File: src/sv/saturation_weighted_glow_unit_macros.svh
// Assertion macros for the saturation weighted glow unit.
// Used by the top level only; no other dependencies.
`ifndef SATURATION_WEIGHTED_GLOW_UNIT_MACROS_SVH
`define SATURATION_WEIGHTED_GLOW_UNIT_MACROS_SVH

// same-cycle implication, disabled in reset
`define SWG_ASSERT_SAME(label, clk, rstn, ante, cons, msg) \
	label: assert property (@(posedge clk) disable iff (!rstn) (ante) |-> (cons)) \
		else $error(msg);

// next-cycle implication, disabled in reset
`define SWG_ASSERT_NEXT(label, clk, rstn, ante, cons, msg) \
	label: assert property (@(posedge clk) disable iff (!rstn) (ante) |=> (cons)) \
		else $error(msg);

`endif

File: src/sv/swg_pkg.sv
// Shared constants, stage positions and payload types of the glow unit.
// No dependencies; compile first.
`timescale 1ns / 1ps
`default_nettype none

package swg_pkg;

	localparam int FRAC_BITS_DEF = 16;

	// Q1.30 gain arithmetic; the factor width FW holds Q2.30
	localparam int QB = 30;
	localparam int QW = QB + 1;
	localparam logic [QW-1:0] ONE = {1'b1, {QB{1'b0}}};
	localparam int FW = QW + 1;

	// root of the chroma radicand
	localparam int RAD_W = 64;
	localparam int SQ_STEPS = RAD_W / 2;

	localparam int SUM_W = 34;
	localparam int NW = 40;
	localparam int CW = 64;
	localparam int WDIV_W = 58;

	// configuration port
	localparam int CFG_IDX_W = 2;
	localparam int CFG_DATA_W = 16;
	localparam logic [CFG_IDX_W-1:0] REG_DIRECTION = 2'd0;
	localparam logic [CFG_IDX_W-1:0] REG_GLOW_GAIN = 2'd1;
	localparam logic [CFG_IDX_W-1:0] REG_GLOW_MID = 2'd2;
	localparam logic [CFG_IDX_W-1:0] REG_NOISE_FLOOR = 2'd3;
	localparam logic DIRECTION_RST = 1'b0;
	localparam logic [15:0] GLOW_GAIN_RST = 16'd4915;
	localparam logic [15:0] GLOW_MID_RST = 16'd6554;
	localparam logic [15:0] NOISE_FLOOR_RST = 16'd655;

	// stage positions (register outputs)
	localparam int ST_SAT = 1 + QB;
	localparam int ST_G = ST_SAT + 3;
	localparam int ST_T = 3 + SQ_STEPS;
	localparam int ST_FLAG = ST_T + 2;
	localparam int ST_W = ST_FLAG + QB;
	localparam int ST_P = ST_W + 1;
	localparam int ST_Q2 = ST_P + QB;
	localparam int ST_FAC = ST_Q2 + 1;
	localparam int ST_OUT = ST_FAC + 2;

	localparam int D_G_ALIGN = ST_T - ST_G;
	localparam int D_PIX_A = ST_T - 1;
	localparam int D_PIX_B = ST_FAC - ST_T;
	localparam int D_G_A = ST_W - ST_T;
	localparam int D_G_B = ST_Q2 - ST_W;
	localparam int D_FLAG = ST_Q2 - ST_FLAG;
	localparam int D_Q0 = ST_Q2 - (ST_T + QB);
	localparam int D_P = ST_Q2 - ST_P;

	typedef struct packed {
		logic signed [31:0] red_in;
		logic signed [31:0] green_in;
		logic signed [31:0] blue_in;
		logic signed [31:0] alpha_in;
		logic last_in;
	} pix_in_t;

	typedef struct packed {
		logic signed [31:0] red_out;
		logic signed [31:0] green_out;
		logic signed [31:0] blue_out;
		logic signed [31:0] alpha_out;
		logic last_out;
	} pix_out_t;

	typedef struct packed {
		logic valid;
		logic last;
		logic [31:0] alpha;
		logic signed [31:0] r;
		logic signed [31:0] g;
		logic signed [31:0] b;
		logic signed [SUM_W-1:0] sum3;
	} pix_t;

	typedef struct packed {
		logic ge24;
		logic le8;
		logic lethr;
	} path_t;

endpackage

`default_nettype wire

File: src/sv/swg_div.sv
// Pipelined restoring fraction divider, one quotient bit per stage.
// Depends on swg_pkg.
`timescale 1ns / 1ps
`default_nettype none

module swg_div #(
	parameter int W = 32
) (
	input logic clk,
	input logic en,
	input logic [W-1:0] num,
	input logic [W-1:0] den,
	output logic [swg_pkg::QW-1:0] quo
);
	import swg_pkg::*;

	logic [W-1:0] rem_s [QB];
	logic [W-1:0] den_s [QB];
	logic [QB-1:0] quo_s [QB];
	logic sat_s [QB];

	generate
		for (genvar k = 0; k < QB; k++) begin : g_step
			logic [W-1:0] rem_in;
			logic [W-1:0] den_in;
			logic [QB-1:0] quo_in;
			logic sat_in;
			logic [W:0] dbl;
			logic [W:0] diff;

			if (k == 0) begin : g_first
				assign rem_in = num;
				assign den_in = den;
				assign quo_in = '0;
				assign sat_in = (num >= den);
			end else begin : g_next
				assign rem_in = rem_s[k-1];
				assign den_in = den_s[k-1];
				assign quo_in = quo_s[k-1];
				assign sat_in = sat_s[k-1];
			end

			assign dbl = {rem_in, 1'b0};
			assign diff = dbl - {1'b0, den_in};

			always_ff @(posedge clk) begin
				if (en) begin
					den_s[k] <= den_in;
					sat_s[k] <= sat_in;
					if (!diff[W]) begin
						rem_s[k] <= diff[W-1:0];
						quo_s[k] <= {quo_in[QB-2:0], 1'b1};
					end else begin
						rem_s[k] <= dbl[W-1:0];
						quo_s[k] <= {quo_in[QB-2:0], 1'b0};
					end
				end
			end
		end
	endgenerate

	assign quo = sat_s[QB-1] ? ONE : {1'b0, quo_s[QB-1]};

endmodule

`default_nettype wire

File: config.mk
export PLATFORM = sky130hd
export DESIGN_NAME = swg_div
export DESIGN_NICKNAME = d
export VERILOG_FILES = /design/src/sv/saturation_weighted_glow_unit_macros.svh /design/src/sv/swg_pkg.sv /design/src/sv/swg_div.sv
export SDC_FILE = /design/constraint.sdc
export NUM_CORES = 2
export LEC_CHECK = 0
export ABC_AREA = 0
export BUFFER_PORTS_ARGS = -buffer_cell sky130_fd_sc_hd__clkbuf_2
export CAP_MARGIN = 10
export CORE_MARGIN = 2
export CORE_UTILIZATION = 45
export DETAILED_ROUTE_END_ITERATION = 8
export SYNTH_ARGS = -nofsm -noshare
export SYNTH_HDL_FRONTEND = slang
export SYNTH_SLANG_ARGS = --single-unit
File: constraint.sdc
create_clock -name clk -period 7.72 [get_ports clk]
set_input_delay 1.158 -clock clk [delete_from_list [all_inputs] [get_ports clk]]
set_output_delay 1.158 -clock clk [all_outputs]
set_load 0.02 [all_outputs]
* Yosys cells after proc, flatten, opt, wreduce, memory -nomap -nowiden *
Memory sizes are Yosys's and may differ from the RTL's.
Cells that the tools add are included.

word-level totals
  register bits = 0
  bits in latches = 0
  RAM bits = 2850
  ROM bits = 0
  output and inout port bits = 31
  word-level logic and storage cells = 338
  memories = 4

cells by class
  add/subtract/negate cells = 30
  multipliers = 0
  divide/modulo/power cells = 0
  order comparisons = 1
  eq/ne operators = 0
  shift operators = 0
  mux-type cells = 243
  bitwise operators = 60
  reductions and logical operators = 0

memory list
  memory  depth  width  rd ports  clocked after Yosys merged registers in  wr ports  RTL line       source
  den_s   30     32     29        0                                        30        swg_div.sv:18  logic [W-1:0] den_s [QB];
  rem_s   30     32     29        0                                        30        swg_div.sv:17  logic [W-1:0] rem_s [QB];
  quo_s   30     30     30        0                                        30        swg_div.sv:19  logic [QB-1:0] quo_s [QB];
  sat_s   30     1      30        0                                        30        swg_div.sv:20  logic sat_s [QB];

operator list
  cell                          number
  subtractor 33 x 32 -> 33 bit  30
  two-way mux 32 bit            30
  two-way mux 30 bit            30
  two-way mux 1 bit             182
  OR 1 bit                      60
  >= comparator 32 bit          1
  two-way mux 31 bit            1

* Depth between registers and ports, before layout *
An unclocked memory read counts as a cell.

  word-level depth = 6
  gate-level depth with buffers = 16
  depth with buffers taken out = 14

* Worst setup path before layout *
OpenSTA, ideal clock, no wires.

  path type = input port to flip-flop
  start = in den[0]
  end = mem rem_s[0][10], data pin
  library setup time = 260 ps
  arrival time = 4103 ps
  slack = 3357 ps
  stages = 14
  buffers on the path = 1
  cell sequence = inv_1 fa_1 a211o_1 a21oi_1 o31ai_1 a221oi_1 o211a_1 nor2_1 a221oi_2 o31a_1 mux2i_1 nor2_2 buf_4 mux2_2

RTL lines
  item             RTL line       source
  start, declared  swg_div.sv:12  input logic [W-1:0] den,
  end, declared    swg_div.sv:17

==> results.sh <==
export IMPL_status="finished clean"
export IMPL_die_h_um=543
export IMPL_synth_net_count=12300
export IMPL_synthesis_instances=11300
export IMPL_synth_top_area_share=0.539
export IMPL_r2r_end="rem_s[0][69]"
export IMPL_area_delta_synth_final_pct=10.4
export IMPL_final_common_cell="edfxtp_1"
export IMPL_fmax_mhz=183
export IMPL_max_stage_delay_ps=920
export IMPL_cts_inserted_buffers=271
export IMPL_crit_buf_inv=1
export IMPL_clk_pin_slew_ps=60
export IMPL_core_um2=289000
export IMPL_grt_start_max_net_pins=178
export IMPL_cp_start_kind="flop"
export IMPL_grt_overflow_total=0
export IMPL_syn_area_um2=131000
export IMPL_grt_pass1_vias=85500
export IMPL_gp_congestion=0.920
export IMPL_powerDensity_nw_per_um2=427
export IMPL_gr_usage_met3=0.0205
export IMPL_dieArea_um2=295000
export IMPL_hpwlAfterDp_um=217000
export IMPL_drive_gt1_frac=0.0975
export IMPL_rsz0062_at_grt="no"
export IMPL_nets=12500
export IMPL_ys_seq_area_frac=0.539
export IMPL_cp_startpoint="rem_s[0][32]"
export IMPL_cts_path_max_buffers=4
export IMPL_worst_pin_slew_ps=1210
export IMPL_critical_path_class="reg -> reg"
export IMPL_synth_area_leader_cell="edfxtp_1"
export IMPL_critical_path_depth=13
export IMPL_finalSetupTns_ps=0
export IMPL_async_flop_share=0
export IMPL_critPathSlowestCell="mux2i_1"
export IMPL_vias=85100
export IMPL_multi_input_area_um2=54700
export IMPL_setup_viol=0
export IMPL_htree_levels=5
export IMPL_hold_viol=0
export IMPL_routed_wl_um=292000
export IMPL_slew_headroom=0.186
export IMPL_antenna_found_initial=3
export IMPL_clock_latency_ps=880
export IMPL_cts_tree="yes"
export IMPL_leakage_nw=58.9
export IMPL_viasPerCell=5.47
export IMPL_fin_crit_sh=0.706
export IMPL_ios=97
export IMPL_fillCellCount=25200
export IMPL_max_vdd_ir_drop_mv=0.206
export IMPL_avgRoutedWirePerCell_um=18.8
export IMPL_io_buffer_count=96
export IMPL_dr_pass1_iters=8
export IMPL_gr_usage_met1=0.233
export IMPL_synth_seq_cells=2351
export IMPL_fin_ws_ps=2270
export IMPL_synth_ff_type="edfxtp_1"
export IMPL_cts_hold_buf=0
export IMPL_cp_end_kind="flop"
export IMPL_min_period_ps=5450
export IMPL_endpoint="rem_s[0][69]"
export IMPL_most_common_layout_cells="edfxtp_1 (2,349), inv_1 (1,195), ha_1 (962)"
export IMPL_initial_utilization=0.453
export IMPL_route_detailed_drc=0
export IMPL_register_area_um2=70600
export IMPL_synth_area_top_cells="edfxtp_1 (54%), ha_1 (9.2%), mux2_2 (4.3%)"
export IMPL_cpLargestDelayFamily="compound AO/OA/AOI/OAI gates"
export IMPL_cp_required_ps=8320
export IMPL_synthDistinctLibCells=93
export IMPL_yosysWarningCount=0
export IMPL_hold_class="reg -> reg"
export IMPL_drt_iter0_drc=5720
export IMPL_grt_usage=0.195
export IMPL_grt_pass1_wl_um=464000
export IMPL_arrival_ps=6050
export IMPL_fin_skew_ps=37.6
export IMPL_syn_mean_instance_area_um2=11.6
export IMPL_synth_edf_count=2349
export IMPL_die_w_um=543
export IMPL_crit_chain="fa_1 -> a211oi_1 -> o21bai_1 -> a21oi_2 -> a21o_1 -> a311oi_2 -> a211oi_2 -> o21ai_1 -> a221o_1 -> a221oi_2 -> mux2i_1 -> inv_2 -> mux2_2"
export IMPL_dp_slack_ps=2010
export IMPL_rr_startpoint="rem_s[0][32]"
export IMPL_rows=197
export IMPL_drv_slew=0
export IMPL_ctsRootBufferMaster="clkbuf_16"
export IMPL_cap_viol_max_count=0
export IMPL_ctsResizeCount=0
export IMPL_cp_max_fo=31
export IMPL_grtUsageMet2=0.354
export IMPL_drtAntennaViolNets=0
export IMPL_rrSetupSlack_ps=2270
export IMPL_ff2ff_path_depth=13
export IMPL_clock_sinks=2351
export IMPL_globalRoute_busiestLayer="met2"
export IMPL_postCtsSetupRepairBufs=0
## cells by family (layout without fill, tap and decap cells)
group / after synthesis / count (layout) / share of synthesized area
compound gates: 2872 / 2872 / 0.139
flops: 2351 / 2351 / 0.539
simple gates: 2280 / 2280 / 0.0822
buf+inv: 1464 / 1833 / 0.0435
fa+ha+maj: 991 / 991 / 0.0964
xor+xnor: 775 / 775 / 0.0519
mux: 559 / 559 / 0.0476
other cells: 0 / 19 / 0
## metal layers
layer | wire, um | vias to the layer above
li1 | - | 41700
met1 | 121000 | 41100
met2 | 149000 | 1683
met3 | 9530 | 628
met4 | 12500 | 0
met5 | 0 | -
## sequential cells by signal (all words and copies together), names as in the netlist
register  flops
rem_s       928
sat_s        30
quo_s       465
den_s       928
## how the worst min path moves through the flow
stage | from | end | slack [ps] | cells past startpoint
2_1_floorplan | quo_s[0][90] | quo_s[0][121] | 400 | 0
3_3_place_gp | quo_s[1][322] | quo_s[1][353] | 400 | 0
3_5_place_dp | quo_s[0][155] | quo_s[0][186] | 400 | 0
4_1_cts | quo_s[0][302] | quo_s[0][333] | 380 | 0
5_1_grt | quo_s[0][275] | quo_s[0][306] | 380 | 0
6_report | quo_s[0][302] | quo_s[0][333] | 390 | 0
## layout make-up
class,instances,share of cell area
diodes,19,0.000329
repair buffers,156,0.00733
clock inverters,149,0.00968
flip-flops and latches,2351,0.489
well taps,3880,0.0336
inverters,1197,0.0311
multi-input cells,7477,0.379
clock buffers,331,0.0504
## cell usage after synthesis, types with 137 or more instances
cell type and instances:
a21o_1 481, xor2_1 276, o21ai_0 741, mux2_2 499, xnor2_1 498, ha_1 962
nor2_1 587, nand3_1 181, clkbuf_1 171, inv_1 1196, o21a_1 137, a21oi_1 772
nand2_1 729, nor2b_1 169, edfxtp_1 2349
## per-stage QoR
step	hold WS, ps	total power, mW	cell area, um^2	utilization	cells
global route	376	66.0	144000	0.500	15600
global placement	401	48.5	136000	0.470	15100
floorplan	400	42.1	131000	-	11300
detailed placement	405	49.1	136000	0.470	15100
CTS	382	62.1	144000	0.500	15500
finish	392	61.7	144000	0.500	15600
## where the power goes
group          switching [mW]  total (mW)  internal, mW  leakage (nW)
clock network            5.16        12.6          7.49          4.25
logic                    15.4        28.0          12.5          31.6
registers                2.07        21.1          19.0          23.0
total                    22.7        61.7          39.0          58.9
(Power assumes the default switching activity.)
