## src/sv/saturation_weighted_glow_unit_macros.svh

```systemverilog
// Assertion macros for the saturation weighted glow unit.
// Used by the top level only; no other dependencies.
`ifndef SATURATION_WEIGHTED_GLOW_UNIT_MACROS_SVH
`define SATURATION_WEIGHTED_GLOW_UNIT_MACROS_SVH

// same-cycle implication, disabled in reset
`define SWG_ASSERT_SAME(label, clk, rstn, ante, cons, msg) \
	label: assert property (@(posedge clk) disable iff (!rstn) (ante) |-> (cons)) \
		else $error(msg);

// next-cycle implication, disabled in reset
`define SWG_ASSERT_NEXT(label, clk, rstn, ante, cons, msg) \
	label: assert property (@(posedge clk) disable iff (!rstn) (ante) |=> (cons)) \
		else $error(msg);

`endif

```

## src/sv/swg_pkg.sv

```systemverilog
// Shared constants, stage positions and payload types of the glow unit.
// No dependencies; compile first.
`timescale 1ns / 1ps
`default_nettype none

package swg_pkg;

	localparam int FRAC_BITS_DEF = 16;

	// Q1.30 gain arithmetic; the factor width FW holds Q2.30
	localparam int QB = 30;
	localparam int QW = QB + 1;
	localparam logic [QW-1:0] ONE = {1'b1, {QB{1'b0}}};
	localparam int FW = QW + 1;

	// root of the chroma radicand
	localparam int RAD_W = 64;
	localparam int SQ_STEPS = RAD_W / 2;

	localparam int SUM_W = 34;
	localparam int NW = 40;
	localparam int CW = 64;
	localparam int WDIV_W = 58;

	// configuration port
	localparam int CFG_IDX_W = 2;
	localparam int CFG_DATA_W = 16;
	localparam logic [CFG_IDX_W-1:0] REG_DIRECTION = 2'd0;
	localparam logic [CFG_IDX_W-1:0] REG_GLOW_GAIN = 2'd1;
	localparam logic [CFG_IDX_W-1:0] REG_GLOW_MID = 2'd2;
	localparam logic [CFG_IDX_W-1:0] REG_NOISE_FLOOR = 2'd3;
	localparam logic DIRECTION_RST = 1'b0;
	localparam logic [15:0] GLOW_GAIN_RST = 16'd4915;
	localparam logic [15:0] GLOW_MID_RST = 16'd6554;
	localparam logic [15:0] NOISE_FLOOR_RST = 16'd655;

	// stage positions (register outputs)
	localparam int ST_SAT = 1 + QB;
	localparam int ST_G = ST_SAT + 3;
	localparam int ST_T = 3 + SQ_STEPS;
	localparam int ST_FLAG = ST_T + 2;
	localparam int ST_W = ST_FLAG + QB;
	localparam int ST_P = ST_W + 1;
	localparam int ST_Q2 = ST_P + QB;
	localparam int ST_FAC = ST_Q2 + 1;
	localparam int ST_OUT = ST_FAC + 2;

	localparam int D_G_ALIGN = ST_T - ST_G;
	localparam int D_PIX_A = ST_T - 1;
	localparam int D_PIX_B = ST_FAC - ST_T;
	localparam int D_G_A = ST_W - ST_T;
	localparam int D_G_B = ST_Q2 - ST_W;
	localparam int D_FLAG = ST_Q2 - ST_FLAG;
	localparam int D_Q0 = ST_Q2 - (ST_T + QB);
	localparam int D_P = ST_Q2 - ST_P;

	typedef struct packed {
		logic signed [31:0] red_in;
		logic signed [31:0] green_in;
		logic signed [31:0] blue_in;
		logic signed [31:0] alpha_in;
		logic last_in;
	} pix_in_t;

	typedef struct packed {
		logic signed [31:0] red_out;
		logic signed [31:0] green_out;
		logic signed [31:0] blue_out;
		logic signed [31:0] alpha_out;
		logic last_out;
	} pix_out_t;

	typedef struct packed {
		logic valid;
		logic last;
		logic [31:0] alpha;
		logic signed [31:0] r;
		logic signed [31:0] g;
		logic signed [31:0] b;
		logic signed [SUM_W-1:0] sum3;
	} pix_t;

	typedef struct packed {
		logic ge24;
		logic le8;
		logic lethr;
	} path_t;

endpackage

`default_nettype wire

```

## src/sv/swg_sqrt.sv

```systemverilog
// Pipelined integer square root, one result bit per stage.
// Depends on swg_pkg.
`timescale 1ns / 1ps
`default_nettype none

module swg_sqrt (
	input logic clk,
	input logic en,
	input logic [swg_pkg::RAD_W-1:0] rad,
	output logic [swg_pkg::SQ_STEPS-1:0] root
);
	import swg_pkg::*;

	logic [RAD_W-1:0] x_s [SQ_STEPS];
	logic [RAD_W-1:0] res_s [SQ_STEPS];

	generate
		for (genvar k = 0; k < SQ_STEPS; k++) begin : g_step
			localparam logic [RAD_W-1:0] BIT = RAD_W'(1) << (RAD_W - 2 - 2 * k);
			logic [RAD_W-1:0] x_in;
			logic [RAD_W-1:0] res_in;
			logic [RAD_W-1:0] trial;

			if (k == 0) begin : g_first
				assign x_in = rad;
				assign res_in = '0;
			end else begin : g_next
				assign x_in = x_s[k-1];
				assign res_in = res_s[k-1];
			end

			assign trial = res_in + BIT;

			always_ff @(posedge clk) begin
				if (en) begin
					if (x_in >= trial) begin
						x_s[k] <= x_in - trial;
						res_s[k] <= (res_in >> 1) + BIT;
					end else begin
						x_s[k] <= x_in;
						res_s[k] <= res_in >> 1;
					end
				end
			end
		end
	endgenerate

	assign root = res_s[SQ_STEPS-1][SQ_STEPS-1:0];

endmodule

`default_nettype wire

```

## config.mk

```make
export PLATFORM = sky130hd
export DESIGN_NAME = swg_sqrt
export DESIGN_NICKNAME = d
export VERILOG_FILES = /design/src/sv/saturation_weighted_glow_unit_macros.svh /design/src/sv/swg_pkg.sv /design/src/sv/swg_sqrt.sv
export SDC_FILE = /design/constraint.sdc
export NUM_CORES = 2
export LEC_CHECK = 0
export BUFFER_PORTS_ARGS = -buffer_cell sky130_fd_sc_hd__buf_2
export CORE_MARGIN = 8
export CORE_UTILIZATION = 43
export CTS_CLUSTER_SIZE = 12
export DETAILED_ROUTE_END_ITERATION = 8
export GPL_TIMING_DRIVEN = 0
export HOLD_SLACK_MARGIN = 0.08
export PLACE_DENSITY = 0.66
export SYNTH_ARGS = -nofsm -noshare
export SYNTH_HDL_FRONTEND = slang
export SYNTH_SLANG_ARGS = --single-unit
export TNS_END_PERCENT = 30
```

## constraint.sdc

```tcl
create_clock -name clk -period 11.2 [get_ports clk]
set_input_delay 3.36 -clock clk [delete_from_list [all_inputs] [get_ports clk]]
set_output_delay 3.36 -clock clk [all_outputs]
set_load 0.005 [all_outputs]
```

; After elaboration in Yosys (flattened, before gate mapping)
; Memory sizes are Yosys's and may differ from the RTL's.
; Index checks and enable logic that the tools add are counted.
[classes]
n_addsub = 94
magnitude_cmp = 32
mux = 256
bitwise_logic = 64
[ops]
columns = cell, n
row1 = 2-to-1 mux 64 bit, 64
row2 = greater-or-equal comparator 64 bit, 31
row3 = subtractor 64 bit, 31
row4 = 2-to-1 mux 1 bit, 192
row5 = "adder 63 x 1 -> 64 bit, second input constant", 1
row6 = "adder 63 x 11 -> 64 bit, second input constant", 1
row7 = "adder 63 x 13 -> 64 bit, second input constant", 1
row8 = "adder 63 x 15 -> 64 bit, second input constant", 1
row9 = "adder 63 x 17 -> 64 bit, second input constant", 1
row10 = "adder 63 x 19 -> 64 bit, second input constant", 1
row11 = "adder 63 x 21 -> 64 bit, second input constant", 1
row12 = "adder 63 x 23 -> 64 bit, second input constant", 1
row13 = "adder 63 x 25 -> 64 bit, second input constant", 1
row14 = "adder 63 x 27 -> 64 bit, second input constant", 1
row15 = "adder 63 x 29 -> 64 bit, second input constant", 1
row16 = "adder 63 x 3 -> 64 bit, second input constant", 1
row17 = "adder 63 x 31 -> 64 bit, second input constant", 1
row18 = "adder 63 x 33 -> 64 bit, second input constant", 1
row19 = "adder 63 x 35 -> 64 bit, second input constant", 1
row20 = "adder 63 x 37 -> 64 bit, second input constant", 1
row21 = "adder 63 x 39 -> 64 bit, second input constant", 1
row22 = "adder 63 x 41 -> 64 bit, second input constant", 1
row23 = "adder 63 x 43 -> 64 bit, second input constant", 1
row24 = "adder 63 x 45 -> 64 bit, second input constant", 1
row25 = other kinds (45), 108
[totals]
regBits = 0
mem_bits_rw = 4096
in_bits = 66
output_inout_bits = 32
elab_cells = 448
n_memories = 2
[memory_table]
columns = memory, words, width, rd, rd_ports_with_merged_regs, wr, line_no
row1 = res_s, 32, 64, 32, 0, 32, swg_sqrt.sv:15  ; logic [RAD_W-1:0] res_s [SQ_STEPS];
row2 = x_s, 32, 64, 31, 0, 32, swg_sqrt.sv:14  ; logic [RAD_W-1:0] x_s [SQ_STEPS];

; Logic depth before layout (Yosys ltp)
; An unclocked memory read counts as a cell.
[logic_depth]
ltp_word = 7
depth_mapped = 15
depth_no_buf = 13

; Least setup slack after synthesis
; No wires, ideal clock.
[synth_path]
kind = in2reg
from = input port en
to = memory res_s[28][6] (netlist: res_s[1][774]), enable pin
setup_time_ps = 485
arrival_ps = 6741
required_time_ps = 10715
setup_slack_ps = 3974
path_stages = 4
n_path_buf = 4
cell_sequence = clkbuf_1 -> clkbuf_1 -> clkbuf_1 -> clkbuf_1
[synth_rtl]
columns = element, line_no
row1 = from (decl), swg_sqrt.sv:8  ; input logic en,
row2 = to (decl), swg_sqrt.sv:15

==> out/metrics.csv <==
metric,value,unit
syn_area_per_cell,12.5,sq um
highest-delay cell along the critical path,a311oi_1,
# rows,194,
Least-Margin Pin Slew,1.35,ns
CORE AREA,279000,sq um
post-synthesis instance area,120000,sq um
DP Wirelength,232000,um
Synth Instances,9611,
top sig layer,met4,
M1 WL,128000,um
setup total negative slack,0,ns
proportion of synthesized area in mux cells,0.00595,
Port Buffers,97,
"top cells by area, synth","edfxtp_1 (63%), ha_1 (5.8%), xor2_1 (3.4%)",
first-pass GRT wire length,459000,um
simple-gate share of the synthesized area,0.121,
top_reg_cell synth,edfxtp_1,
Post-DP Area,126000,sq um
total wire length,302000,um
die area,297000,sq um
H-tree level count,5,
min cycle time layout,6.78,ns
vias in the first global route,76388,
status,completed,
CP max stage delay,0.95,ns
Fillers,24166,
initial antenna violation count,13,
Final Slew Violations,0,
met3 WL,18100,um
P per Cell Area,202,nW/um^2
DRT Pass-1 Iters,6,
RSZ-0062 raised after global routing,no,
clk_skew,0.0929,ns
root buffer cell,clkbuf_16,
sequential area share after synthesis,0.626,
Synth top area share,0.626,
vias per cell,5.61,
"Non-Filler Cell Area, Final",135000,sq um
ys async rst share,0,
synth warn,0,
grt total ovfl,0,
DR WL met2,145000,um
drt drc,0,
register area,75400,sq um
CTS buffer count,280,
Detail Route Antenna Nets,0,
Skew-Pair Late Insertion Delay,0.89,ns
Post-synth EDFFs,2512,
Layout Nets,10642,
main combinational cell family by area after synthesis,simple AND/OR/NAND/NOR gates,
area grow syn2layout,12.2,%
Vias,78132,
CTS tree,yes,
share of cells above drive strength 1,0.0677,
synthesized-area fraction occupied by adder cells,0.0580,
"flops & latches, synth",2512,
Die Y,545,um
initial drt markers,7293,
critical path endpoint category,register,
setup bufs post-CTS,0,
largest net degree at the start of global routing,78,
endpoints failing setup,0,
worst-path cell chain,buf_2 > clkbuf_2 > buf_12 > nand2b_1 > nor4_1 > nand2_1 > a311oi_1 > clkbuf_1 > clkbuf_1 > nand2_1 > o21ai_0,
Leakage Power,50.3,nW
maximum clock frequency,147,MHz
Starting Density,0.432,
gr usage total,0.196,
Rel. slew slack,0.0911,
Pwr Total,27.3,mW
Compound-Gate Fraction of Synth Area,0.0956,
post_cts resized,0,
clk sink count,2512,
"area leader, netlist",edfxtp_1,
MaxCap Viol Count,0,
I/O Pins,98,
routed len/inst,21.7,um
die width,545,um
cts hold-fix bufs,0,
Clock transition at path regs,0.06,ns
Peak VDD IR,157,uV
Multi-input gate area,41500,sq um
crit path max fanout,10,
final cycle utilization of the critical path,0.606,
Worst EP required,11.83,ns
Tightest Hold Check Type,reg2reg,
crit path DAT,7.41,ns
CTS max path bufs,4,
Fin. Hold Viols,0,
Worst setup SP type,input pin,
XOR/XNOR Fraction of Synth Area,0.0639,
CP Class,in2reg,
Yosys cell types,96,
Final GP Congestion,0.915,
syn nets,10235,
## registers in the layout, summed over array words and instances (netlist names)
| name | flops |
|---|---|
| res_s | 528 |
| x_s | 1984 |
## kinds of logic after synthesis
| group | Yosys count |
|---|---|
| AND/OR/NAND/NOR | 2832 |
| multiplexers | 65 |
| adder cells (fa/ha/maj) | 558 |
| AO/OA/AOI/OAI | 1849 |
| flip-flops | 2512 |
| buffers and inverters | 917 |
| XOR/XNOR | 878 |
## area by class of cell
class,count,share of cell area
Sequential cell,2512,0.559
Multi-Input combinational cell,6182,0.307
Clock buffer,333,0.0543
Tap cell,3724,0.0345
Inverter,703,0.0195
Clock inverter,125,0.00988
Timing Repair Buffer,125,0.00869
Buffer,214,0.00703
Antenna cell,1,0.0000185
## worst max-delay path, delay by kind of cell
family / cells / cell delay [ns]
buffers and inverters: 5 / 2.15
AO/OA/AOI/OAI: 2 / 1.07
AND/OR/NAND/NOR: 4 / 0.77
## stage by stage
step	hold WS, ns	utilization	instances	setup slack, ns
2_1_floorplan	0.417	-	9611	3.97
3_3_place_gp	0.431	0.450	13432	-0.380
3_5_place_dp	0.429	0.453	13457	3.60
4_1_cts	0.408	0.484	13915	4.52
5_1_grt	0.435	0.484	13918	4.38
6_report	0.404	0.484	13919	4.42
## report_power, final
part / switching [mW] / internal (mW) / total, mW
logic: 3.37 / 2.20 / 5.57
clock network: 3.66 / 5.19 / 8.84
registers: 0.937 / 11.9 / 12.8
total: 7.96 / 19.3 / 27.3
## path summary, 6_finish.rpt
check,start,slack (ns),cells past startpoint,end
worst min-delay path,res_s[0][688]$_DFFE_PP_,0.40,0,res_s[0][751]$_DFFE_PP_
worst min register to register,res_s[0][688]$_DFFE_PP_,0.40,0,res_s[0][751]$_DFFE_PP_
worst max-delay path,en,4.42,11,x_s[1][677]$_DFFE_PP_
worst max register to register,x_s[1][593]$_DFFE_PP_,5.36,11,x_s[1][679]$_DFFE_PP_
## placed cells by master (no fill, tap or decap), types with 52 or more instances in the layout
| cell | n |
|---|---|
| a21o_1 | 242 |
| a21oi_1 | 532 |
| buf_2 | 111 |
| clkbuf_1 | 204 |
| clkbuf_16 | 286 |
| edfxtp_1 | 2512 |
| ha_1 | 558 |
| inv_1 | 701 |
| mux2_2 | 53 |
| nand2_1 | 695 |
| nand2b_1 | 112 |
| nand3_1 | 165 |
| nand4_1 | 142 |
| nor2_1 | 556 |
| nor2b_1 | 64 |
| nor3_1 | 257 |
| nor4_1 | 358 |
| o21a_1 | 100 |
| o21ai_0 | 537 |
| o21bai_1 | 52 |
| or3_1 | 118 |
| or4_1 | 59 |
| xnor2_1 | 410 |
| xor2_1 | 468 |
## cell usage after synthesis, drive strengths merged, types with 22 or more instances
library cell	count
a211oi	49
a21o	242
a21oi	533
a31oi	46
and2	39
and3	45
buf	22
clkbuf	192
edfxtp	2512
ha	558
inv	702
mux2	53
nand2	695
nand2b	113
nand3	165
nand3b	22
nand4	142
nand4b	29
nor2	556
nor2b	64
nor3	258
nor4	360
nor4b	45
o211ai	42
o21a	100
o21ai	538
o21bai	52
o31ai	49
or2	39
or3	121
or4	62
xnor2	410
xor2	468
## metal layers
metal  up-vias  GRT usage
met5         -          0
met1     38376      0.258
met2      2436      0.332
met3       543     0.0293
li1      36777          -
met4         0     0.0626
No activity file was read; power rests on OpenSTA's default activity.
